`src/ptd_pkg.sv`:
```
// shared types for the trial-division primality tester
// command and status structs between ptd_ctrl and ptd_dp, divisor select codes
// no dependencies
package ptd_pkg;

  localparam int unsigned DATA_W     = 64;  // candidate field width on the input stream
  localparam int unsigned OUT_DATA_W = 8;   // result stream tdata, one flag padded to a byte

  // which divisor the next division uses
  typedef enum logic [1:0] {
    DIV_BASE,    // current 6k-1 divisor
    DIV_PAIR,    // current 6k+1 divisor
    DIV_NEXT     // next 6k-1 divisor, base advances at the same time
  } ptd_div_sel_e;

  typedef struct packed {
    logic         load;       // capture candidate, base divisor back to 5
    logic         div_start;  // begin one division
    ptd_div_sel_e div_sel;
  } ptd_cmd_t;

  typedef struct packed {
    logic n_le1;       // candidate is 0 or 1
    logic n_le3;       // candidate is 3 or less
    logic n_even;
    logic n_div3;      // candidate is a multiple of 3
    logic div_busy;
    logic rem_zero;    // last division left no remainder
    logic quo_lt_div;  // last quotient below its divisor
  } ptd_sts_t;

endpackage

```
`src/primality_trial_division.sv`:
```
// primality tester by trial division: 0..3, even values and multiples of 3 settle in a screen,
// otherwise divisions by 6k-1 and 6k+1 until one leaves no remainder or the divisor squared
// passes the candidate. all divisions share one bit-serial divider; one candidate at a time.
// the result sits in an output register while the next request is taken.
// reset (async, active low) returns to idle with the result stream empty.
module primality_trial_division #(
  parameter int unsigned VALUE_WIDTH = 64
) (
  input  logic                           clk_i,
  input  logic                           rst_ni,
  input  logic                           s_axis_tvalid_i,
  output logic                           s_axis_tready_o,
  input  logic [ptd_pkg::DATA_W-1:0]     s_axis_tdata_i,  // [63:0] candidate
  output logic                           m_axis_tvalid_o,
  input  logic                           m_axis_tready_i,
  output logic [ptd_pkg::OUT_DATA_W-1:0] m_axis_tdata_o   // [0] is_prime_flag, rest zero
);
  import ptd_pkg::*;

  ptd_cmd_t cmd;
  ptd_sts_t sts;
  logic     push;
  logic     flag;
  logic     out_free;
  logic     m_valid_q, m_valid_d;
  logic     m_flag_q;

  assign out_free = ~m_valid_q | m_axis_tready_i;

  ptd_ctrl u_ctrl (
    .clk_i      (clk_i),
    .rst_ni     (rst_ni),
    .in_valid_i (s_axis_tvalid_i),
    .in_ready_o (s_axis_tready_o),
    .out_free_i (out_free),
    .push_o     (push),
    .flag_o     (flag),
    .cmd_o      (cmd),
    .sts_i      (sts)
  );

  ptd_dp #(
    .VALUE_WIDTH (VALUE_WIDTH)
  ) u_dp (
    .clk_i  (clk_i),
    .rst_ni (rst_ni),
    .n_i    (s_axis_tdata_i[VALUE_WIDTH-1:0]),
    .cmd_i  (cmd),
    .sts_o  (sts)
  );

  always_comb begin
    m_valid_d = m_valid_q;
    if (push) begin
      m_valid_d = 1'b1;
    end else if (m_axis_tready_i) begin
      m_valid_d = 1'b0;
    end
  end

  always_ff @(posedge clk_i or negedge rst_ni) begin
    if (!rst_ni) begin
      m_valid_q <= 1'b0;
    end else begin
      m_valid_q <= m_valid_d;
    end
  end

  always_ff @(posedge clk_i) begin
    if (push) begin
      m_flag_q <= flag;
    end
  end

  assign m_axis_tvalid_o = m_valid_q;
  assign m_axis_tdata_o  = {{(OUT_DATA_W - 1){1'b0}}, m_flag_q};

endmodule

```
`src/ptd_dp.sv`:
```
// datapath of the primality tester: candidate, divisor base, a mod-3 check and a
// restoring divider that retires one quotient bit per cycle
// depends on ptd_pkg
module ptd_dp #(
  parameter int unsigned VALUE_WIDTH = 64
) (
  input  logic                   clk_i,
  input  logic                   rst_ni,
  input  logic [VALUE_WIDTH-1:0] n_i,
  input  ptd_pkg::ptd_cmd_t      cmd_i,
  output ptd_pkg::ptd_sts_t      sts_o
);
  import ptd_pkg::*;

  localparam int unsigned W      = VALUE_WIDTH;
  localparam int unsigned CW     = $clog2(W);
  localparam int unsigned Digits = (W + 1) / 2;
  localparam int unsigned PadW   = 2 * Digits;

  localparam logic [W-1:0]  FiveC    = W'(5);
  localparam logic [W-1:0]  TwoC     = W'(2);
  localparam logic [W-1:0]  SixC     = W'(6);
  localparam logic [CW-1:0] LastBitC = CW'(W - 1);

  logic [W-1:0]  n_q, n_d;
  logic [W-1:0]  base_q, base_d;
  logic [W-1:0]  d_q, d_d;
  logic [W-1:0]  rem_q, rem_d;
  logic [W-1:0]  quo_q, quo_d;
  logic [CW-1:0] cnt_q, cnt_d;
  logic          busy_q, busy_d;

  logic [W:0]    rem_sh;
  logic          sub_ok;
  logic [W:0]    rem_sub;
  logic [W-1:0]  div_sel;

  logic [PadW-1:0] n_pad;
  logic [1:0]      dig_res [Digits];

  // sum of two residues mod 3, each 0..2
  function automatic logic [1:0] mod3_add(logic [1:0] a, logic [1:0] b);
    logic [2:0] s;
    s = {1'b0, a} + {1'b0, b};
    return (s >= 3'd3) ? 2'(s - 3'd3) : s[1:0];
  endfunction

  // 4 is 1 mod 3, so the residues of the base-4 digits add up to the candidate's
  always_comb begin
    n_pad = PadW'(n_q);
    for (int unsigned k = 0; k < Digits; k++) begin
      dig_res[k] = (n_pad[2*k +: 2] == 2'd3) ? 2'd0 : n_pad[2*k +: 2];
    end
    for (int unsigned step = 1; step < Digits; step = step * 2) begin
      for (int unsigned k = 0; k + step < Digits; k += 2 * step) begin
        dig_res[k] = mod3_add(dig_res[k], dig_res[k + step]);
      end
    end
  end

  always_comb begin
    unique case (cmd_i.div_sel)
      DIV_BASE:  div_sel = base_q;
      DIV_PAIR:  div_sel = base_q + TwoC;
      DIV_NEXT:  div_sel = base_q + SixC;
      default:   div_sel = base_q;
    endcase
  end

  // one restoring step: bring down the next dividend bit, subtract if it fits
  assign rem_sh  = {rem_q, quo_q[W-1]};
  assign sub_ok  = (rem_sh >= {1'b0, d_q});
  assign rem_sub = rem_sh - {1'b0, d_q};

  always_comb begin
    n_d    = n_q;
    base_d = base_q;
    d_d    = d_q;
    rem_d  = rem_q;
    quo_d  = quo_q;
    cnt_d  = cnt_q;
    busy_d = busy_q;
    if (cmd_i.load) begin
      n_d    = n_i;
      base_d = FiveC;
    end
    if (cmd_i.div_start) begin
      d_d    = div_sel;
      rem_d  = '0;
      quo_d  = n_q;
      cnt_d  = LastBitC;
      busy_d = 1'b1;
      if (cmd_i.div_sel == DIV_NEXT) begin
        base_d = div_sel;
      end
    end else if (busy_q) begin
      rem_d = sub_ok ? rem_sub[W-1:0] : rem_sh[W-1:0];
      quo_d = {quo_q[W-2:0], sub_ok};
      cnt_d = cnt_q - CW'(1);
      if (cnt_q == '0) begin
        busy_d = 1'b0;
      end
    end
  end

  always_ff @(posedge clk_i or negedge rst_ni) begin
    if (!rst_ni) begin
      busy_q <= 1'b0;
      cnt_q  <= '0;
    end else begin
      busy_q <= busy_d;
      cnt_q  <= cnt_d;
    end
  end

  always_ff @(posedge clk_i) begin
    n_q    <= n_d;
    base_q <= base_d;
    d_q    <= d_d;
    rem_q  <= rem_d;
    quo_q  <= quo_d;
  end

  always_comb begin
    sts_o.n_le1      = (n_q[W-1:1] == '0);
    sts_o.n_le3      = (n_q[W-1:2] == '0);
    sts_o.n_even     = ~n_q[0];
    sts_o.n_div3     = (dig_res[0] == 2'd0);
    sts_o.div_busy   = busy_q;
    sts_o.rem_zero   = (rem_q == '0);
    sts_o.quo_lt_div = (quo_q < d_q);
  end

  property p_div_ends;
    @(posedge clk_i) disable iff (!rst_ni)
      (busy_q && !cmd_i.div_start && cnt_q == '0) |=> !busy_q;
  endproperty
  a_div_ends: assert property (p_div_ends) else $error("divider overran its bit count");

endmodule

```
`src/ptd_ctrl.sv`:
```
// controller of the primality tester: screens small, even and multiple-of-3 candidates,
// then sequences divisions by 6k-1 and 6k+1 until a verdict
// depends on ptd_pkg
module ptd_ctrl (
  input  logic              clk_i,
  input  logic              rst_ni,
  input  logic              in_valid_i,
  output logic              in_ready_o,
  input  logic              out_free_i,
  output logic              push_o,
  output logic              flag_o,
  output ptd_pkg::ptd_cmd_t cmd_o,
  input  ptd_pkg::ptd_sts_t sts_i
);
  import ptd_pkg::*;

  localparam logic [2:0] S_IDLE = 3'd0;
  localparam logic [2:0] S_CHK  = 3'd1;
  localparam logic [2:0] S_WI   = 3'd3;
  localparam logic [2:0] S_WJ   = 3'd4;
  localparam logic [2:0] S_FIN  = 3'd5;

  logic [2:0] state_q, state_d;
  logic       flag_q, flag_d;

  assign in_ready_o = (state_q == S_IDLE);
  assign flag_o     = flag_q;

  always_comb begin
    state_d         = state_q;
    flag_d          = flag_q;
    push_o          = 1'b0;
    cmd_o.load      = 1'b0;
    cmd_o.div_start = 1'b0;
    cmd_o.div_sel   = DIV_BASE;
    unique case (state_q)
      S_IDLE: begin
        if (in_valid_i) begin
          cmd_o.load = 1'b1;
          state_d    = S_CHK;
        end
      end
      S_CHK: begin
        priority if (sts_i.n_le1) begin
          flag_d  = 1'b0;
          state_d = S_FIN;
        end else if (sts_i.n_le3) begin
          flag_d  = 1'b1;
          state_d = S_FIN;
        end else if (sts_i.n_even) begin
          flag_d  = 1'b0;
          state_d = S_FIN;
        end else if (sts_i.n_div3) begin
          flag_d  = 1'b0;
          state_d = S_FIN;
        end else begin
          cmd_o.div_start = 1'b1;
          cmd_o.div_sel   = DIV_BASE;
          state_d         = S_WI;
        end
      end
      S_WI: begin
        // quotient below divisor means divisor squared exceeds the candidate
        if (!sts_i.div_busy) begin
          priority if (sts_i.quo_lt_div) begin
            flag_d  = 1'b1;
            state_d = S_FIN;
          end else if (sts_i.rem_zero) begin
            flag_d  = 1'b0;
            state_d = S_FIN;
          end else begin
            cmd_o.div_start = 1'b1;
            cmd_o.div_sel   = DIV_PAIR;
            state_d         = S_WJ;
          end
        end
      end
      S_WJ: begin
        if (!sts_i.div_busy) begin
          if (sts_i.rem_zero) begin
            flag_d  = 1'b0;
            state_d = S_FIN;
          end else begin
            cmd_o.div_start = 1'b1;
            cmd_o.div_sel   = DIV_NEXT;
            state_d         = S_WI;
          end
        end
      end
      S_FIN: begin
        if (out_free_i) begin
          push_o  = 1'b1;
          state_d = S_IDLE;
        end
      end
      default: begin
        state_d = S_IDLE;
      end
    endcase
  end

  always_ff @(posedge clk_i or negedge rst_ni) begin
    if (!rst_ni) begin
      state_q <= S_IDLE;
    end else begin
      state_q <= state_d;
    end
  end

  always_ff @(posedge clk_i) begin
    flag_q <= flag_d;
  end

  property p_start_when_free;
    @(posedge clk_i) disable iff (!rst_ni)
      cmd_o.div_start |-> !sts_i.div_busy;
  endproperty
  a_start_when_free: assert property (p_start_when_free)
    else $error("division started while divider busy");

  property p_idle_divider;
    @(posedge clk_i) disable iff (!rst_ni)
      (state_q == S_IDLE) |-> !sts_i.div_busy;
  endproperty
  a_idle_divider: assert property (p_idle_divider)
    else $error("divider still running with controller idle");

  property p_accept_screens;
    @(posedge clk_i) disable iff (!rst_ni)
      (in_valid_i && in_ready_o) |=> (state_q == S_CHK);
  endproperty
  a_accept_screens: assert property (p_accept_screens)
    else $error("accepted request not screened next cycle");

endmodule
```
`config.mk`:
```
export PLATFORM = sky130hd
export DESIGN_NAME = primality_trial_division
export DESIGN_NICKNAME = d
export VERILOG_FILES = /design/src/ptd_pkg.sv /design/src/primality_trial_division.sv /design/src/ptd_dp.sv /design/src/ptd_ctrl.sv
export SDC_FILE = /design/constraint.sdc
export NUM_CORES = 1
export LEC_CHECK = 0
export CORE_ASPECT_RATIO = 1.4
export CORE_MARGIN = 8
export CORE_UTILIZATION = 60
export DETAILED_ROUTE_END_ITERATION = 7
export DONT_BUFFER_PORTS = 1
export GPL_ROUTABILITY_DRIVEN = 0
export PLACE_DENSITY = 0.76
export SETUP_SLACK_MARGIN = 0.3
export SKIP_LAST_GASP = 1
export SLEW_MARGIN = 20
export SYNTH_ARGS = -nofsm -noshare
export SYNTH_HDL_FRONTEND = slang
export SYNTH_SLANG_ARGS = --single-unit
```
`constraint.sdc`:
```
create_clock -name clk_i -period 30.3 [get_ports clk_i]
set_input_delay 1.515 -clock clk_i [delete_from_list [all_inputs] [get_ports clk_i]]
set_output_delay 1.515 -clock clk_i [all_outputs]
set_load 0.01 [all_outputs]
```
==> results.md <==
* Post-synth top area cell: edfxtp_1
* Net count, final at 2533
* Area share of fa/ha/maj cells after synthesis at 0.139
* Area contributors post-synth: edfxtp_1, dfxtp_1, ha_1
* Die height at 243 microns
* Mean Syn Cell Area at 9.67 sq um
* CTS tree: yes
* DR WL/cell at 21.8 microns
* Most used cell, CP: ha_1
* CP endpoint kind: flop
* Pre-CTS setup slack at 19800 ps
* Die Wd at 178 microns
* Overall power at 0.927 mW
* Drt total wl at 59600 microns
* GRT Util Overall at 0.271
* Slew Limit Fails at 0
* Row cnt at 83
* Mux share of post-synthesis cell area at 0.0365
* Area Overhead vs Synth at 6.29%
* Final worst slack at 19740 ps
* Yosys warns at 0
* Number of synthesized flops with an enable pin at 195
* Fraction of layout cells with a size suffix above 1 at 0.0781
* Synth top area share at 0.265
* Ys flop type: edfxtp_1
* Placed Cells incl. Taps at 2669
* Non-Filler Instances at 2737
* Worst VDD drop at 0.0491 mV
* Critical Path Start Type: flop
* Crit Path Max Fanout at 75
* Antenna violations before repair at 4
* Routed vias/inst at 6.51
* Largest net degree at the start of global routing at 104
* Setup violators final at 0
* Post-synth ARST share at 0.0330
* CTS Hold Buffers Added at 0
* Max stage delay cell, worst path: buf_4
* Worst hold slack at 460 ps
* Clock-pin slew on the worst setup and hold paths at 60 ps
* Die area at 0.0432 sq mm
* XOR/XNOR share of the synthesized area at 0.0492
* Slowest cell delay on critical path at 810 ps
* Seq/Total Area, Yosys at 0.393
* F_max at 0.0947 GHz
* H-tree depth at 2
* CTS Root Cell: clkbuf_16
* Synth unique cells at 91
* CTS max path bufs at 3
* Pwr dens at 39.5 mW/mm^2
* Starting DRT DRC Count at 1705
* Remaining antenna violation count at 0
* Synth Area in Compound Gates at 0.148
* Skew-Pair Late Insertion Delay at 550 ps
* Status: finished clean
* CP Data Arrival Time at 10730 ps
* First-pass GRT wire length at 92800 microns
* Routed vias at 17800
* Min Tclk post-route at 10560 ps
* Post-CTS Setup Repair Bufs at 0
* Mapped cell area at 0.0221 sq mm
* Synth Register Bits at 333
* RSZ-0062 raised after global routing: no
* Gr ovfl total at 0
* Worst hold path type: reg2reg
* Setup Crit Path Kind: reg2reg
* Input/output buffers at 0
* Max-cap viol count at 0
* Vias in the first global route at 17200
* Post-CTS resize count at 0
* CTS buffer count at 35
* Placement Cell Area at 0.0222 sq mm
* Final hold viol count at 0
* Worst Path Required at 30470 ps
* Fin Setup TNS at 0 ps
* Post-DP HPWL at 44800 microns
* Layout Skew at 21.5 ps
* Core area at 0.0365 sq mm
* Simple-Gate Fraction of Synth Area at 0.191
* Layout fillers at 2869
* Post-synthesis cell count at 2282
* Commonest non-fill, non-tap cells in the layout: nand2_1, edfxtp_1, ha_1
* First drt pass iteration count at 7
* Initial Utilization at 0.605
* Ports at 78
* TritonCTS Sinks at 333
* Post-route cell area at 0.0234 sq mm
* Commonest non-fill, non-tap cell in the layout: nand2_1
* Relative slew slack at 0.281
* Part of the cycle the worst path needs at 0.348
* Final core utilization at 0.643
* Leakage at 10.0 nW
* DRC violations left at 0
* Worst-margin pin slew at 1080 ps
* Largest family of logic cells by synthesized area: simple AND/OR/NAND/NOR gates
[cells in the mapped netlist, drive strengths merged (12+ instances only)]
cell / instances
mux2: 64
a21o: 19
xnor2: 70
edfxtp: 195
a22o: 15
a31oi: 16
xor2: 54
nor3: 61
nor2: 106
a21oi: 161
ha: 193
nand4: 58
buf: 64
or3: 34
nand3: 144
o21a: 39
o21ai: 122
clkbuf: 34
inv: 97
nor2b: 79
fa: 33
dfxtp: 127
and3: 33
nor4: 44
o21bai: 21
nand2b: 12
nand2: 215
o211ai: 19
[report_power, final]
| group | internal (mW) | switching [mW] |
|---|---|---|
| clock network | 0.262 | 0.189 |
| logic | 0.0000379 | 0.000428 |
| registers | 0.475 | 0.00000000000000000696 |
[layout make-up]
type	count	area, sq um	area share
clock buffers	43	947	0.0404
repair buffers	12	90.1	0.00384
diodes	4	10.0	0.000427
inverters	98	370	0.0158
multi-input cells	1759	12500	0.533
flip-flops and latches	333	8670	0.370
clock inverters	21	268	0.0114
well taps	467	584	0.0249
[worst paths after layout]
| kind | slack [ps] | from | end | cells past startpoint |
|---|---|---|---|---|
| max in group asynchronous | 29550 | rst_ni | u_dp.cnt_q[2] | 0 |
| min in group asynchronous | 660 | rst_ni | u_ctrl.state_q[2] | 0 |
| setup reg to reg | 19740 | u_dp.n_pad[0] | u_dp.d_q[50] | 32 |
| setup / recovery | 19740 | u_dp.n_pad[0] | u_dp.d_q[50] | 32 |
| hold reg to reg | 460 | u_dp.base_q[0] | u_dp.d_q[0] | 0 |
| hold / removal | 460 | u_dp.base_q[0] | u_dp.d_q[0] | 0 |
[cells by family (layout without fill, tap and decap cells)]
kind of cell	Yosys count	after routing
AND/OR/NAND/NOR	827	827
AO/OA/AOI/OAI	506	506
flip-flops	333	333
adder cells (fa/ha/maj)	226	226
buffers and inverters	196	174
XOR/XNOR	124	124
multiplexers	69	69
other	1	11
[state kept, by name, summed over array words and instances (netlist names)]
name and count:
u_dp.quo_q 64, m_flag_q 1, u_dp.busy_q 1, u_dp.cnt_q 6, m_axis_tvalid_o 1, u_dp.rem_q 64
u_ctrl.state_q 3, u_dp.n_pad 64, u_dp.base_q 64, u_dp.d_q 64, u_ctrl.flag_o 1
[worst max-delay path: cells and delay by family, from the launching register on]
kind / cells / cell delay, ps
AOI/OAI and AO/OA: 4 / 840
and+or+nand+nor: 10 / 3190
DFF: 1 / 490
muxes: 1 / 90
adders and majority gates: 15 / 4210
buffers and inverters: 2 / 1290
[per-layer routing]
layer / share of wire / routed length [microns] / track usage
met2: 0.49 / 29400 / 0.460
met3: 0.063 / 3780 / 0.0356
met1: 0.39 / 23300 / 0.329
met4: 0.052 / 3100 / 0.141
met5: 0.00015 / 9 / 0
(Power assumes the default switching activity.)
